### config.mk
export PLATFORM = sky130hd
export DESIGN_NAME = c_subset_lexer_flat
export DESIGN_NICKNAME = d
export VERILOG_FILES = /design/src/rtl/c_lex_pkg.sv /design/src/rtl/c_lex_if.sv /design/src/rtl/c_subset_lexer.sv /design/src/rtl/c_lex_front.sv /design/src/rtl/c_lex_scan.sv /design/src/rtl/c_lex_resq.sv /design/src/flat_wrapper.sv
export VERILOG_INCLUDE_DIRS = /design/src /design/src/rtl
export SDC_FILE = /design/constraint.sdc
export NUM_CORES = 1
export LEC_CHECK = 0
export BUFFER_PORTS_ARGS = -buffer_cell sky130_fd_sc_hd__buf_4
export CORE_ASPECT_RATIO = 0.9
export CORE_MARGIN = 3
export CORE_UTILIZATION = 41
export CTS_CLUSTER_SIZE = 40
export DETAILED_ROUTE_END_ITERATION = 6
export PLACE_DENSITY = 0.64
export SETUP_SLACK_MARGIN = 0.4
export SYNTH_ARGS = -nofsm -noshare
export SYNTH_HDL_FRONTEND = slang
export SYNTH_SLANG_ARGS = --single-unit
### constraint.sdc
create_clock -name clk -period 6.6 [get_ports clk]
set_clock_uncertainty 0.15 [all_clocks]
set_input_delay 0.33 -clock clk [delete_from_list [all_inputs] [get_ports clk]]
set_output_delay 0.33 -clock clk [all_outputs]
set_load 0.02 [all_outputs]
### src/rtl/c_subset_lexer_assert.svh
// Assertion macros for the lexer RTL.
`ifndef C_SUBSET_LEXER_ASSERT_SVH
`define C_SUBSET_LEXER_ASSERT_SVH

// same-cycle implication
`define CLX_ASSERT(lbl, ck, rs, pre, post) \
  lbl: assert property (@(posedge ck) disable iff (rs) (pre) |-> (post)) \
    else $error("lexer assertion failed");

// next-cycle implication
`define CLX_ASSERT_NEXT(lbl, ck, rs, pre, post) \
  lbl: assert property (@(posedge ck) disable iff (rs) (pre) |=> (post)) \
    else $error("lexer assertion failed");

`endif

### src/rtl/c_lex_pkg.sv
`default_nettype none
package c_lex_pkg;

  localparam int POSITION_BITS = 16;
  localparam int FIELD_BITS    = 16;
  localparam int LIMIT_BITS    = 16;
  localparam logic [LIMIT_BITS-1:0] LIMIT_RESET = 16'd1024;

  localparam int ITEM_Q_DEPTH = 4;
  localparam int RES_Q_DEPTH  = 4;
  localparam int RES_PW       = $clog2(RES_Q_DEPTH);
  localparam int RES_CW       = RES_PW + 1;

  // token kinds
  localparam logic [5:0] K_END       = 6'd0;
  localparam logic [5:0] K_IDENT     = 6'd1;
  localparam logic [5:0] K_NUMBER    = 6'd2;
  localparam logic [5:0] K_STRING    = 6'd3;
  localparam logic [5:0] K_CHAR_LIT  = 6'd4;
  localparam logic [5:0] K_KW_CHAR   = 6'd5;
  localparam logic [5:0] K_KW_INT    = 6'd6;
  localparam logic [5:0] K_KW_IF     = 6'd7;
  localparam logic [5:0] K_KW_ELSE   = 6'd8;
  localparam logic [5:0] K_KW_WHILE  = 6'd9;
  localparam logic [5:0] K_KW_FOR    = 6'd10;
  localparam logic [5:0] K_KW_RETURN = 6'd11;
  localparam logic [5:0] K_LPAREN    = 6'd12;
  localparam logic [5:0] K_RPAREN    = 6'd13;
  localparam logic [5:0] K_LBRACE    = 6'd14;
  localparam logic [5:0] K_RBRACE    = 6'd15;
  localparam logic [5:0] K_LBRACK    = 6'd16;
  localparam logic [5:0] K_RBRACK    = 6'd17;
  localparam logic [5:0] K_COMMA     = 6'd18;
  localparam logic [5:0] K_SEMI      = 6'd19;
  localparam logic [5:0] K_PLUS      = 6'd20;
  localparam logic [5:0] K_MINUS     = 6'd21;
  localparam logic [5:0] K_STAR      = 6'd22;
  localparam logic [5:0] K_SLASH     = 6'd23;
  localparam logic [5:0] K_PERCENT   = 6'd24;
  localparam logic [5:0] K_NOT       = 6'd25;
  localparam logic [5:0] K_NE        = 6'd26;
  localparam logic [5:0] K_ASSIGN    = 6'd27;
  localparam logic [5:0] K_EQ        = 6'd28;
  localparam logic [5:0] K_LT        = 6'd29;
  localparam logic [5:0] K_LE        = 6'd30;
  localparam logic [5:0] K_GT        = 6'd31;
  localparam logic [5:0] K_GE        = 6'd32;
  localparam logic [5:0] K_AND       = 6'd33;
  localparam logic [5:0] K_OR        = 6'd34;

  // result status
  localparam logic [1:0] ST_OK      = 2'd0;
  localparam logic [1:0] ST_BAD     = 2'd1;
  localparam logic [1:0] ST_UNTERM  = 2'd2;
  localparam logic [1:0] ST_LIMIT   = 2'd3;

  typedef struct packed {
    logic [7:0] ch;
    logic       zero;
    logic       alpha;
    logic       digit;
    logic       blank;
    logic       nl;
    logic       dq;
    logic       sq;
    logic       bslash;
    logic       opch;
    logic [5:0] single;
  } item_t;

  typedef struct packed {
    logic [5:0]            kind;
    logic [1:0]            status;
    logic [FIELD_BITS-1:0] line;
    logic [FIELD_BITS-1:0] column;
    logic [FIELD_BITS-1:0] offset;
    logic [FIELD_BITS-1:0] length;
    logic                  last;
  } res_t;

  typedef struct packed {
    logic [1:0] cnt;
    res_t       r0;
    res_t       r1;
  } wr_t;

  function automatic logic [5:0] single_kind(input logic [7:0] c);
    logic [5:0] k;
    case (c)
      "(": k = K_LPAREN;
      ")": k = K_RPAREN;
      "{": k = K_LBRACE;
      "}": k = K_RBRACE;
      "[": k = K_LBRACK;
      "]": k = K_RBRACK;
      ",": k = K_COMMA;
      ";": k = K_SEMI;
      "+": k = K_PLUS;
      "-": k = K_MINUS;
      "*": k = K_STAR;
      "/": k = K_SLASH;
      "%": k = K_PERCENT;
      default: k = K_END;
    endcase
    return k;
  endfunction

  function automatic item_t classify(input logic [7:0] c);
    item_t it;
    it.ch     = c;
    it.zero   = (c == 8'd0);
    it.alpha  = (c >= "a" && c <= "z") || (c >= "A" && c <= "Z") || c == "_";
    it.digit  = (c >= "0" && c <= "9");
    it.blank  = (c == " ") || (c == 8'h09) || (c == 8'h0D);
    it.nl     = (c == 8'h0A);
    it.dq     = (c == 8'h22);
    it.sq     = (c == 8'h27);
    it.bslash = (c == 8'h5C);
    it.opch   = (c == "!") || (c == "=") || (c == "<") || (c == ">") ||
                (c == "&") || (c == "|");
    it.single = single_kind(c);
    return it;
  endfunction

  // n is the word length, 7 when longer than six
  function automatic logic [5:0] kw_kind(input logic [5:0][7:0] p, input logic [2:0] n);
    logic [5:0] k;
    k = K_IDENT;
    case (n)
      3'd2: if (p[0] == "i" && p[1] == "f") k = K_KW_IF;
      3'd3: begin
        if (p[0] == "i" && p[1] == "n" && p[2] == "t") k = K_KW_INT;
        else if (p[0] == "f" && p[1] == "o" && p[2] == "r") k = K_KW_FOR;
      end
      3'd4: begin
        if (p[0] == "c" && p[1] == "h" && p[2] == "a" && p[3] == "r") k = K_KW_CHAR;
        else if (p[0] == "e" && p[1] == "l" && p[2] == "s" && p[3] == "e") k = K_KW_ELSE;
      end
      3'd5: begin
        if (p[0] == "w" && p[1] == "h" && p[2] == "i" && p[3] == "l" && p[4] == "e")
          k = K_KW_WHILE;
      end
      3'd6: begin
        if (p[0] == "r" && p[1] == "e" && p[2] == "t" && p[3] == "u" && p[4] == "r" &&
            p[5] == "n")
          k = K_KW_RETURN;
      end
      default: k = K_IDENT;
    endcase
    return k;
  endfunction

endpackage
`default_nettype wire

### src/rtl/c_lex_if.sv
`default_nettype none
interface c_lex_byte_if;
  logic       valid;
  logic       ready;
  logic [7:0] source_byte;
  modport source(output valid, output source_byte, input ready);
  modport sink(input valid, input source_byte, output ready);
endinterface

interface c_lex_tok_if;
  logic        valid;
  logic        ready;
  logic [5:0]  token_kind;
  logic [1:0]  status;
  logic [15:0] start_line;
  logic [15:0] start_column;
  logic [15:0] start_offset;
  logic [15:0] token_length;
  logic        last_of_item;
  modport source(output valid, output token_kind, output status, output start_line,
                 output start_column, output start_offset, output token_length,
                 output last_of_item, input ready);
  modport sink(input valid, input token_kind, input status, input start_line,
               input start_column, input start_offset, input token_length,
               input last_of_item, output ready);
endinterface
`default_nettype wire

### src/rtl/c_subset_lexer.sv
// Each accepted byte is registered in the front queue, then tokenized into the result queue.
// Throughput: one byte per cycle while tokens.ready holds; a byte that yields two tokens drains
//   them one per cycle from the 4-entry result queue; the scanner waits for two free slots.
// Reset (rst, synchronous): line and column 1, offset 0, no tokens counted, queues empty,
//   token_limit 1024. A zero byte restarts position and token count.
`default_nettype none
module c_subset_lexer #(
  parameter int POSITION_BITS = c_lex_pkg::POSITION_BITS
) (
  input  wire logic                             clk,
  input  wire logic                             rst,
  input  wire logic                             cfg_we,
  input  wire logic [c_lex_pkg::LIMIT_BITS-1:0] cfg_wdata,
  c_lex_byte_if.sink                            chars,
  c_lex_tok_if.source                           tokens
);
  import c_lex_pkg::*;

  logic              item_valid;
  logic              item_ready;
  item_t             item;
  logic [RES_CW-1:0] res_free;
  wr_t               wr;

  c_lex_front u_front (
    .clk        (clk),
    .rst        (rst),
    .chars      (chars),
    .item_valid (item_valid),
    .item       (item),
    .item_ready (item_ready)
  );

  c_lex_scan #(
    .POSITION_BITS (POSITION_BITS)
  ) u_scan (
    .clk        (clk),
    .rst        (rst),
    .cfg_we     (cfg_we),
    .cfg_wdata  (cfg_wdata),
    .item_valid (item_valid),
    .item       (item),
    .item_ready (item_ready),
    .res_free   (res_free),
    .wr         (wr)
  );

  c_lex_resq u_resq (
    .clk      (clk),
    .rst      (rst),
    .wr       (wr),
    .res_free (res_free),
    .tokens   (tokens)
  );

endmodule
`default_nettype wire

### src/rtl/c_lex_front.sv
`default_nettype none
module c_lex_front (
  input  wire logic            clk,
  input  wire logic            rst,
  c_lex_byte_if.sink           chars,
  output logic                 item_valid,
  output c_lex_pkg::item_t     item,
  input  wire logic            item_ready
);
  import c_lex_pkg::*;

  localparam int PW = $clog2(ITEM_Q_DEPTH);

  item_t         q [ITEM_Q_DEPTH];
  logic [PW-1:0] wp;
  logic [PW-1:0] rp;
  logic [PW:0]   count;
  logic          push;
  logic          pop;

  assign chars.ready = (count != (PW+1)'(ITEM_Q_DEPTH));
  assign push        = chars.valid && chars.ready;
  assign item_valid  = (count != '0);
  assign pop         = item_valid && item_ready;
  assign item        = q[rp];

  always_ff @(posedge clk) begin
    if (push) begin
      q[wp] <= classify(chars.source_byte);
    end
  end

  always_ff @(posedge clk) begin
    if (rst) begin
      wp    <= '0;
      rp    <= '0;
      count <= '0;
    end else begin
      if (push) wp <= wp + PW'(1);
      if (pop) rp <= rp + PW'(1);
      count <= count + (PW+1)'(push) - (PW+1)'(pop);
    end
  end

endmodule
`default_nettype wire

### src/rtl/c_lex_scan.sv
`default_nettype none
`include "c_subset_lexer_assert.svh"
module c_lex_scan #(
  parameter int POSITION_BITS = c_lex_pkg::POSITION_BITS
) (
  input  wire logic                              clk,
  input  wire logic                              rst,
  input  wire logic                              cfg_we,
  input  wire logic [c_lex_pkg::LIMIT_BITS-1:0]  cfg_wdata,
  input  wire logic                              item_valid,
  input  wire c_lex_pkg::item_t                  item,
  output logic                                   item_ready,
  input  wire logic [c_lex_pkg::RES_CW-1:0]      res_free,
  output c_lex_pkg::wr_t                         wr
);
  import c_lex_pkg::*;

  localparam int PB = POSITION_BITS;
  localparam int CW = (PB > LIMIT_BITS) ? PB : LIMIT_BITS;

  localparam logic [2:0] M_IDLE     = 3'd0;
  localparam logic [2:0] M_WORD     = 3'd1;
  localparam logic [2:0] M_NUMBER   = 3'd2;
  localparam logic [2:0] M_LITERAL  = 3'd3;
  localparam logic [2:0] M_ESCAPE   = 3'd4;
  localparam logic [2:0] M_OPERATOR = 3'd5;
  localparam logic [2:0] M_ERROR    = 3'd6;

  localparam logic [1:0] P_NONE = 2'd0;
  localparam logic [1:0] P_STEP = 2'd1;
  localparam logic [1:0] P_NL   = 2'd2;

  function automatic logic [PB-1:0] sat(input logic [PB-1:0] v);
    return (v == '1) ? v : v + PB'(1);
  endfunction

  logic [LIMIT_BITS-1:0] limit;
  logic [2:0]            mode, mode_next;
  logic [5:0][7:0]       pfx, pfx_next;
  logic [7:0]            pend, pend_next;
  logic                  dq, dq_next;
  logic [PB-1:0]         line, line_next;
  logic [PB-1:0]         col, col_next;
  logic [PB-1:0]         off, off_next;
  logic [PB-1:0]         ts_line, ts_col, ts_off;
  logic [PB-1:0]         cnt, cnt_next;
  logic [PB-1:0]         run, run_next;

  logic                  take;
  logic                  mark;
  logic [1:0]            pos_act;
  logic                  more, pair, lone;
  logic                  a_push, a_fail, a_ok;
  logic [5:0]            a_kind;
  logic [1:0]            a_status;
  logic [PB-1:0]         a_len;
  logic                  go2, run2;
  logic                  b_push, b_fail, b_ok;
  logic [5:0]            b_kind;
  logic [PB-1:0]         cnt_a;
  logic                  have_a, have_b;
  logic [2:0]            kwn;
  res_t                  ra, rb;

  assign item_ready = (res_free >= RES_CW'(2));
  assign take       = item_valid && item_ready;
  assign kwn        = (run <= PB'(6)) ? run[2:0] : 3'd7;

  always_comb begin
    mode_next = mode;
    pfx_next  = pfx;
    pend_next = pend;
    dq_next   = dq;
    run_next  = run;
    pos_act   = P_NONE;
    mark      = 1'b0;
    more      = 1'b0;
    pair      = 1'b0;
    lone      = 1'b0;
    a_push    = 1'b0;
    a_fail    = 1'b0;
    a_kind    = K_END;
    a_status  = ST_OK;
    a_len     = '0;
    go2       = 1'b0;
    b_push    = 1'b0;
    b_fail    = 1'b0;
    b_kind    = K_END;

    case (mode)
      M_WORD, M_NUMBER: begin
        more = (mode == M_WORD) ? (item.alpha || item.digit) : item.digit;
        if (more) begin
          if (run < PB'(6)) pfx_next[run[2:0]] = item.ch;
          run_next = sat(run);
          pos_act  = P_STEP;
        end else begin
          a_push    = 1'b1;
          a_kind    = (mode == M_WORD) ? kw_kind(pfx, kwn) : K_NUMBER;
          a_len     = run;
          mode_next = M_IDLE;
          go2       = 1'b1;
        end
      end
      M_OPERATOR: begin
        lone      = (pend == "&") || (pend == "|");
        pair      = lone ? (item.ch == pend) : (item.ch == "=");
        mode_next = M_IDLE;
        if (pair) begin
          pos_act = P_STEP;
          a_push  = 1'b1;
          a_len   = PB'(2);
          a_kind  = (pend == "!") ? K_NE : (pend == "=") ? K_EQ : (pend == "<") ? K_LE :
                    (pend == ">") ? K_GE : (pend == "&") ? K_AND : K_OR;
        end else if (lone) begin
          a_fail   = 1'b1;
          a_status = ST_BAD;
        end else begin
          a_push = 1'b1;
          a_len  = PB'(1);
          a_kind = (pend == "!") ? K_NOT : (pend == "=") ? K_ASSIGN :
                   (pend == "<") ? K_LT : K_GT;
          go2    = 1'b1;
        end
      end
      M_LITERAL, M_ESCAPE: begin
        if (item.zero) begin
          a_fail   = 1'b1;
          a_status = ST_UNTERM;
        end else begin
          run_next = sat(run);
          if (mode == M_ESCAPE) begin
            mode_next = M_LITERAL;
            pos_act   = P_STEP;
          end else if (dq ? item.dq : item.sq) begin
            pos_act   = P_STEP;
            mode_next = M_IDLE;
            a_push    = 1'b1;
            a_kind    = dq ? K_STRING : K_CHAR_LIT;
            a_len     = sat(run);
          end else if (item.bslash) begin
            mode_next = M_ESCAPE;
            pos_act   = P_STEP;
          end else if (item.nl) begin
            pos_act = P_NL;
          end else begin
            pos_act = P_STEP;
          end
        end
      end
      M_IDLE: go2 = 1'b1;
      default: ;
    endcase

    a_ok  = CW'(cnt) < CW'(limit);
    cnt_a = (a_push && a_ok) ? sat(cnt) : cnt;
    run2  = go2 && !(a_push && !a_ok);

    if (run2) begin
      if (item.zero) begin
        b_push = 1'b1;
      end else if (item.blank) begin
        pos_act = P_STEP;
      end else if (item.nl) begin
        pos_act = P_NL;
      end else if (item.alpha || item.digit) begin
        mark        = 1'b1;
        pfx_next[0] = item.ch;
        run_next    = PB'(1);
        mode_next   = item.digit ? M_NUMBER : M_WORD;
        pos_act     = P_STEP;
      end else if (item.dq || item.sq) begin
        mark      = 1'b1;
        dq_next   = item.dq;
        run_next  = PB'(1);
        mode_next = M_LITERAL;
        pos_act   = P_STEP;
      end else if (item.opch) begin
        mark      = 1'b1;
        pend_next = item.ch;
        mode_next = M_OPERATOR;
        pos_act   = P_STEP;
      end else if (item.single != K_END) begin
        mark    = 1'b1;
        pos_act = P_STEP;
        b_push  = 1'b1;
        b_kind  = item.single;
      end else begin
        mark   = 1'b1;
        b_fail = 1'b1;
      end
    end

    b_ok     = CW'(cnt_a) < CW'(limit);
    cnt_next = (b_push && b_ok) ? sat(cnt_a) : cnt_a;

    if (a_fail || (a_push && !a_ok) || b_fail || (b_push && !b_ok)) mode_next = M_ERROR;

    line_next = line;
    col_next  = col;
    off_next  = off;
    case (pos_act)
      P_STEP: begin
        col_next = sat(col);
        off_next = sat(off);
      end
      P_NL: begin
        line_next = sat(line);
        col_next  = PB'(1);
        off_next  = sat(off);
      end
      default: ;
    endcase

    // end byte always starts the source over
    if (item.zero) begin
      mode_next = M_IDLE;
      pend_next = '0;
      dq_next   = 1'b0;
      line_next = PB'(1);
      col_next  = PB'(1);
      off_next  = '0;
      cnt_next  = '0;
      run_next  = '0;
    end

    ra.kind   = (a_push && a_ok) ? a_kind : K_END;
    ra.status = a_fail ? a_status : (a_ok ? ST_OK : ST_LIMIT);
    ra.line   = FIELD_BITS'(ts_line);
    ra.column = FIELD_BITS'(ts_col);
    ra.offset = FIELD_BITS'(ts_off);
    ra.length = (a_push && a_ok) ? FIELD_BITS'(a_len) : '0;
    ra.last   = 1'b0;

    rb.kind   = (b_push && b_ok) ? b_kind : K_END;
    rb.status = b_fail ? ST_BAD : (b_ok ? ST_OK : ST_LIMIT);
    rb.line   = FIELD_BITS'(line);
    rb.column = FIELD_BITS'(col);
    rb.offset = FIELD_BITS'(off);
    rb.length = (b_push && b_ok && !item.zero) ? FIELD_BITS'(1) : '0;
    rb.last   = 1'b1;

    have_a = take && (a_push || a_fail);
    have_b = take && run2 && (b_push || b_fail);

    wr.cnt = {1'b0, have_a} + {1'b0, have_b};
    wr.r0  = have_a ? ra : rb;
    wr.r1  = rb;
    if (have_a && !have_b) wr.r0.last = 1'b1;
  end

  always_ff @(posedge clk) begin
    if (take) begin
      pfx <= pfx_next;
      if (mark) begin
        ts_line <= line;
        ts_col  <= col;
        ts_off  <= off;
      end
    end
  end

  always_ff @(posedge clk) begin
    if (rst) begin
      limit <= LIMIT_RESET;
      mode  <= M_IDLE;
      pend  <= '0;
      dq    <= 1'b0;
      line  <= PB'(1);
      col   <= PB'(1);
      off   <= '0;
      cnt   <= '0;
      run   <= '0;
    end else begin
      if (cfg_we) limit <= cfg_wdata;
      if (take) begin
        mode <= mode_next;
        pend <= pend_next;
        dq   <= dq_next;
        line <= line_next;
        col  <= col_next;
        off  <= off_next;
        cnt  <= cnt_next;
        run  <= run_next;
      end
    end
  end

  `CLX_ASSERT_NEXT(a_end_restarts, clk, rst, take && item.zero,
    mode == M_IDLE && line == PB'(1) && col == PB'(1) && off == '0 && cnt == '0)
  `CLX_ASSERT(a_error_silent, clk, rst, take && mode == M_ERROR, wr.cnt == 2'd0)
  `CLX_ASSERT(a_no_overrun, clk, rst, wr.cnt != 2'd0, RES_CW'(wr.cnt) <= res_free)
  `CLX_ASSERT(a_idle_single, clk, rst, mode == M_IDLE || mode == M_ERROR, wr.cnt != 2'd2)

endmodule
`default_nettype wire

### src/rtl/c_lex_resq.sv
`default_nettype none
module c_lex_resq (
  input  wire logic                          clk,
  input  wire logic                          rst,
  input  wire c_lex_pkg::wr_t                wr,
  output logic [c_lex_pkg::RES_CW-1:0]       res_free,
  c_lex_tok_if.source                        tokens
);
  import c_lex_pkg::*;

  res_t              q [RES_Q_DEPTH];
  logic [RES_PW-1:0] wp;
  logic [RES_PW-1:0] rp;
  logic [RES_CW-1:0] count;
  logic              pop;
  res_t              head;

  assign res_free            = RES_CW'(RES_Q_DEPTH) - count;
  assign tokens.valid        = (count != '0);
  assign pop                 = tokens.valid && tokens.ready;
  assign head                = q[rp];
  assign tokens.token_kind   = head.kind;
  assign tokens.status       = head.status;
  assign tokens.start_line   = head.line;
  assign tokens.start_column = head.column;
  assign tokens.start_offset = head.offset;
  assign tokens.token_length = head.length;
  assign tokens.last_of_item = head.last;

  always_ff @(posedge clk) begin
    if (wr.cnt != 2'd0) q[wp] <= wr.r0;
    if (wr.cnt == 2'd2) q[wp + RES_PW'(1)] <= wr.r1;
  end

  always_ff @(posedge clk) begin
    if (rst) begin
      wp    <= '0;
      rp    <= '0;
      count <= '0;
    end else begin
      wp    <= wp + RES_PW'(wr.cnt);
      if (pop) rp <= rp + RES_PW'(1);
      count <= count + RES_CW'(wr.cnt) - RES_CW'(pop);
    end
  end

endmodule
`default_nettype wire

### src/flat_wrapper.sv
// flat-port wrapper written by rule: the top's interface ports become plain ports
module c_subset_lexer_flat import c_lex_pkg::*;
#(
  parameter int POSITION_BITS = c_lex_pkg::POSITION_BITS
)
  (clk, rst, cfg_we, cfg_wdata, chars_valid, chars_source_byte, chars_ready, tokens_valid, tokens_token_kind, tokens_status, tokens_start_line, tokens_start_column, tokens_start_offset, tokens_token_length, tokens_last_of_item, tokens_ready);
  c_lex_byte_if chars_i ();
  c_lex_tok_if tokens_i ();
  input  wire logic clk;
  input  wire logic rst;
  input  wire logic cfg_we;
  input  wire logic [c_lex_pkg::LIMIT_BITS-1:0] cfg_wdata;
  input wire logic [$bits(chars_i.valid)-1:0] chars_valid;
  input wire logic [$bits(chars_i.source_byte)-1:0] chars_source_byte;
  output wire logic [$bits(chars_i.ready)-1:0] chars_ready;
  output wire logic [$bits(tokens_i.valid)-1:0] tokens_valid;
  output wire logic [$bits(tokens_i.token_kind)-1:0] tokens_token_kind;
  output wire logic [$bits(tokens_i.status)-1:0] tokens_status;
  output wire logic [$bits(tokens_i.start_line)-1:0] tokens_start_line;
  output wire logic [$bits(tokens_i.start_column)-1:0] tokens_start_column;
  output wire logic [$bits(tokens_i.start_offset)-1:0] tokens_start_offset;
  output wire logic [$bits(tokens_i.token_length)-1:0] tokens_token_length;
  output wire logic [$bits(tokens_i.last_of_item)-1:0] tokens_last_of_item;
  input wire logic [$bits(tokens_i.ready)-1:0] tokens_ready;
  assign chars_i.valid = chars_valid;
  assign chars_i.source_byte = chars_source_byte;
  assign chars_ready = chars_i.ready;
  assign tokens_valid = tokens_i.valid;
  assign tokens_token_kind = tokens_i.token_kind;
  assign tokens_status = tokens_i.status;
  assign tokens_start_line = tokens_i.start_line;
  assign tokens_start_column = tokens_i.start_column;
  assign tokens_start_offset = tokens_i.start_offset;
  assign tokens_token_length = tokens_i.token_length;
  assign tokens_last_of_item = tokens_i.last_of_item;
  assign tokens_i.ready = tokens_ready;
  c_subset_lexer #(.POSITION_BITS(POSITION_BITS)) u_core (.clk(clk), .rst(rst), .cfg_we(cfg_we), .cfg_wdata(cfg_wdata), .chars(chars_i), .tokens(tokens_i));
endmodule
* Yosys cells after proc, flatten, opt, wreduce, memory -nomap -nowiden *
Memories as Yosys holds them, arrays and structs flattened. A register that Yosys moved wholly into a read port is not among the register bits.
Cells that the tools add are included.
W data, S select, Z words.

cells by class
  div/mod/pow operators = 0
  shift-type cells = 0
  multipliers = 0
  add/subtract/negate cells = 17
  reductions and logical operators = 81
  eq/ne operators = 86
  bitwise logic cells = 0
  multiplexer cells = 180
  magnitude comparators = 13

operator list
  cell                     count
  $mux W16                 26
  $eq A8 B7 Y1 const B     32
  $eq A8 B6 Y1 const B     23
  $mux W8                  16
  $mux W6                  17
  $add A16 B1 Y16 const B  6
  $eq A16 B16 Y1 const B   6
  $mux W73                 1
  $pmux W5 S13             1
  $pmux W16 S2             2
  $mux W3                  20
  $mux W2                  27
  $mux W1                  52
  $bwmux W48               1
  $pmux W16 S3             1
  $logic_and A1 B1 Y1      37
  $lt A16 B16 Y1           2
  $pmux W6 S5              1
  $demux W8 S3             1
  $eq A8 B4 Y1 const B     3
  $mux W4                  6
  $pmux W6 S3              1
  $logic_or A1 B1 Y1       17
  $ge A8 B7 Y1 const B     2
  other kinds (41)         76

word-level totals
  word-level logic and storage cells = 403
  memories kept = 2
  RAM bits = 384
  input bits = 29
  latch bits = 0
  register bits after elaboration = 218
  output and inout bits = 75
  bits in read-only memories = 0

memory list
  memory            depth  width  read ports  clocked after Yosys merged registers in  write ports  RTL line           text
  u_core.u_resq.q   4      73     1           1                                        2            c_lex_resq.sv:11   res_t q [RES_Q_DEPTH];
  u_core.u_front.q  4      23     1           1                                        1            c_lex_front.sv:14  item_t q [ITEM_Q_DEPTH];

* Logic depth before layout (Yosys ltp) *
  depth after elaboration = 18
  depth in mapped cells = 23
  gate-level depth less buffers = 21

* By module *
A second synthesis with hierarchy kept.

unflattened totals
  cells, all modules = 2287
  area, all modules = 30460.5 µm²

modules (own cells, without submodules)
  module       cells each  instances  area an instance (µm²)  seq. area each (µm²)
  c_lex_resq   760         1          14507.7                 8948.6
  c_lex_scan   1294        1          11898.9                 5044.8
  c_lex_front  233         1          4053.9                  2822.7

* Worst setup path after synthesis *
Ideal clock, no wire load.

  kind = register to register
  from = register (tool-made name)
  to = memory u_core.u_resq.q[1][17] (netlist bit), enable pin
  clock period less this slack = 5551 ps
  data required time = 6038 ps
  stages on the path, launching flop included = 18
  library setup time = 412 ps
  setup slack = 1049 ps
  data arrival time = 4989 ps
  path buffers = 3
  path through = dfxtp_1 -> buf_6 -> mux4_2 -> and3b_1 -> o211a_1 -> or2_2 -> a211o_1 -> a21oi_1 -> o21ai_0 -> or2_2 -> inv_1 -> ha_1 -> inv_1 -> or3_1 -> clkbuf_1 -> and2_1 -> clkbuf_1 -> inv_1

RTL lines
  what              RTL line
  end: declaration  c_lex_resq.sv:11

==> results by group <==
Detailed routing
  – Final ANT Viol Nets: 0
  – # DRC: 0
  – DRT iter0 DRCs: 2046
  – DRT Pass-1 Iters: 7
  – WL/cell: 22.7 um
  – Drt total wl: 77.9 mm
  – Routed vias/inst: 6.04
  – Vias post-DR: 20710

Power
  – Max VDD drop: 0.325 mV
  – Internal Pwr Total: 8290 uW
  – Power Density: 383 mW/mm2
  – Final total power: 12700 uW
  – Gate power share: 0.306
  – Leak: 0.0116 uW
  – Clk network pwr share: 0.303
  – Sequential group share of total power: 0.391
  – Switching Fraction: 0.348
  – Sw power: 4430 uW

Hold path
  – Worst Hold Path Cells: 2
  – HP Class: input port to flip-flop
  – Hold Crit Endpoint: u_core.u_scan.limit[10]$_SDFFE_PP1P_
  – Worst Min Path Start: cfg_we

Global route
  – Grt ovf: 0
  – Initial antenna violation count: 0
  – Met3 Track Usage GR: 0.0339
  – Largest net degree at the start of global routing: 73
  – Global-route wire length before repair: 121 mm
  – Met2 Track Usage GR: 0.341
  – GR peak layer: met2
  – Overall Global Routing Usage: 0.210
  – Vias in the first global route: 20348
  – Met1 Usage GRT: 0.291

Clocking
  – Htree depth: 3
  – Worst skew pair latency: 0.61 ns
  – CTS root buf: clkbuf_16
  – CTS tree: done
  – CTS sink cnt: 602
  – Reg clk slew, reported paths: 0.06 ns
  – Maximum buffer depth of the clock tree: 3
  – CTS Buf Count: 67

Finish
  – Multi-input gate area: 0.0117 mm2
  – FILL cells: 6086
  – Commonest non-fill, non-tap cells in the layout: edfxtp_1, a22o_1, dfxtp_1
  – ANT cells: 0
  – Commonest non-fill, non-tap cell in the layout: edfxtp_1
  – Layout area overhead: 16.2%
  – Reg area: 0.0162 mm2
  – Share of post-route cells with drive strength above 1: 0.172
  – Layout Nets: 2532

Logic synthesis
  – Main synth FF type: edfxtp_1
  – Number of synthesized register bits: 602
  – Syn Area/Cell: 12.2 um2
  – FFs w/ async S/R, synth: 0
  – Post-synth EDFFs: 412
  – Cell count after synthesis: 2336
  – Distinct cells, synth: 86
  – Warning count from the yosys run: 0
  – Syn Nets: 2422
  – Register area share after synthesis: 0.566
  – Area of the mapped netlist: 0.0286 mm2

Run
  – Max_cap viols: 0

STA
  – Final hold viol count: 0
  – Final worst-path cycle share: 0.897
  – Rel. slew slack: 0.179
  – Period minus WS final: 5.92 ns
  – Setup TNS: 0 ns
  – RSZ-0062 raised after global routing: yes
  – F_max: 169 MHz
  – Slew Limit Fails: 0
  – Pin slew with the least headroom to its limit: 1.23 ns
  – Setup violators final: 0

Outcome
  – Status: finished, final reports clean

Die
  – Row count: 91
  – DIE HEIGHT: 257 um
  – Die area: 0.0729 mm2
  – Starting Density: 0.416
  – Core area: 0.0688 mm2
  – I/O pins: 104
  – Die width: 284 um

Placement
  – DPL Wire Length: 49.6 mm
  – Routability cong.: 0.901
  – Port bufs: 103

Setup path
  – Worst Path Required: 6.92 ns
  – RR Endpoint: u_core.u_scan.cnt[12]$_SDFFE_PP0P_
  – Arr. time, crit path: 6.24 ns
  – CP Max Fanout: 25
  – Worst reg-to-reg path cell count: 20
  – Worst Setup Path Type: flip-flop to flip-flop
  – CP Capture Type: flip-flop
  – CP Launch Type: flip-flop
  – Reg-to-reg setup timing slack: 0.68 ns
## cell families after synthesis
family	synth area share
muxes	0.0898
AOI/OAI and AO/OA	0.156
xor gates and xnor gates	0.0175
buffers and inverters	0.0308
adders and majority gates	0.0255
and+or+nand+nor	0.115
DFF	0.566
## area by class of cell
type | instances | area share
clock buffer | 86 | 0.0557
clock inverter | 37 | 0.0133
inverter | 69 | 0.00780
multi-input combinational | 1505 | 0.351
sequential | 602 | 0.487
tap | 930 | 0.0350
timing repair buffer | 201 | 0.0499
## power groups by stage
stage / clock (uW) / sequential, uW / combinational (uW)
2_1_floorplan: 0 / 4900 / 2400
3_3_place_gp: 0 / 5020 / 3820
3_5_place_dp: 0 / 5050 / 3850
4_1_cts: 3920 / 4970 / 3880
5_1_grt: 4060 / 5040 / 4150
6_report: 3850 / 4980 / 3890
## Yosys cell counts, types with 5 or more instances
master     number  area (um2)
and2_1         21         131
nand2b_1       17         106
xnor2_1        29         254
mux2i_1        28         280
nor4_1         22         138
nor2b_1        18         113
a2111oi_0       5        43.8
a32o_1         12         120
nand4_1        26         163
or2_2           8        50.1
o211ai_1       13        97.6
or4_1          10        75.1
nand3b_1        9        67.6
nand3_1        57         285
o21ai_0       114         571
inv_1          69         259
or3_1          23         144
nor3_1         45         225
edfxtp_1      412       12400
a21oi_1        82         410
xor2_1         28         245
o21ai_1        10        50.1
a211oi_1        8        60.1
ha_1           55         688
nor4bb_1        5        50.1
nor4b_1         6        52.6
o22ai_1        14        87.6
a22o_1        223        1950
o31ai_1         8        60.1
mux4_2         94        2120
mux2_2         13         146
and3_1         31         194
a22oi_1        15         113
a311oi_1       11        96.3
o32ai_1         5        43.8
and4_1          6        52.6
a21o_1         12        90.1
nor2_1        164         616
dfxtp_1       190        3800
clkbuf_1      128         480
a31oi_1        20         125
nand2_1       161         604
buf_1          27         101
## worst max path at each step
stage	cells past startpoint	end	startpoint	slack, ns
2_1_floorplan	17	u_core.u_resq.q[1][17]$_DFFE_PP_	flip-flop	1.05
3_3_place_gp	20	u_core.u_scan.cnt[12]$_SDFFE_PP0P_	flip-flop	0.71
3_5_place_dp	20	u_core.u_scan.cnt[12]$_SDFFE_PP0P_	u_core.u_scan.cnt[13]$_SDFFE_PP0P_	0.61
4_1_cts	20	u_core.u_scan.cnt[12]$_SDFFE_PP0P_	u_core.u_scan.cnt[13]$_SDFFE_PP0P_	0.56
5_1_grt	20	u_core.u_scan.cnt[12]$_SDFFE_PP0P_	flip-flop	0.30
6_report	20	u_core.u_scan.cnt[12]$_SDFFE_PP0P_	flip-flop	0.68
## through the flow
| stage | worst slack [ns] | area, um2 | util | hold WS [ns] | std cells |
|---|---|---|---|---|---|
| after CTS | 0.561 | 33200 | 0.482 | 0.00570 | 3428 |
| after floorplan | 1.05 | 28600 | - | 0.256 | 2336 |
| after global routing | 0.295 | 33200 | 0.483 | 0.0453 | 3430 |
| after detailed placement | 0.608 | 30500 | 0.444 | 0.290 | 3271 |
| after global placement | 0.711 | 30500 | 0.444 | 0.278 | 3271 |
| final | 0.681 | 33200 | 0.483 | 0.0317 | 3430 |
## what timing repair did
item | CTS | global route
setup buffers | 0 | 2
gates resized for setup | 0 | 9
hold endpoints to repair | 63 | 0
setup endpoints to repair | 0 | 31
hold buffers | 34 | 0
## sequential cells by signal, indices dropped and copies added, names as in the netlist, 3 cells and up, named ones only
name and cells:
u_core.u_resq.q 292, u_core.u_front.q 88, u_core.u_scan.pfx 48, u_core.u_scan.cnt 16
u_core.u_scan.col 16, u_core.u_scan.limit 16, u_core.u_scan.line 16, u_core.u_scan.off 16
u_core.u_scan.run 16, u_core.u_scan.ts_col 16, u_core.u_scan.ts_line 16, u_core.u_scan.ts_off 16
u_core.u_scan.pend 8, u_core.u_front.count 3, u_core.u_resq.count 3, u_core.u_scan.mode 3
## layer usage
layer	vias up	share of wire
li1	9321	-
met3	129	0.074
met4	0	0.023
met2	879	0.48
met5	-	0
met1	10381	0.43
## worst max-delay path: stages (launching register included)
cell and delay (ns):
dfxtp_1 0.35, buf_12 0.22, mux4_2 0.65, a41o_1 0.28
mux2i_4 0.20, o211a_1 0.23, o211ai_1 0.10, buf_4 0.20
nor3_1 0.21, xor2_1 0.29, ha_1 0.30, a21o_1 0.18
a21o_1 0.17, a21oi_1 0.13, o21ai_0 0.24, a2111oi_2 0.40
mux2i_2 0.20, a21bo_2 0.28, or4b_2 0.68, o211ai_1 0.21
a21oi_1 0.09
Power figures use the tool's default switching activity.
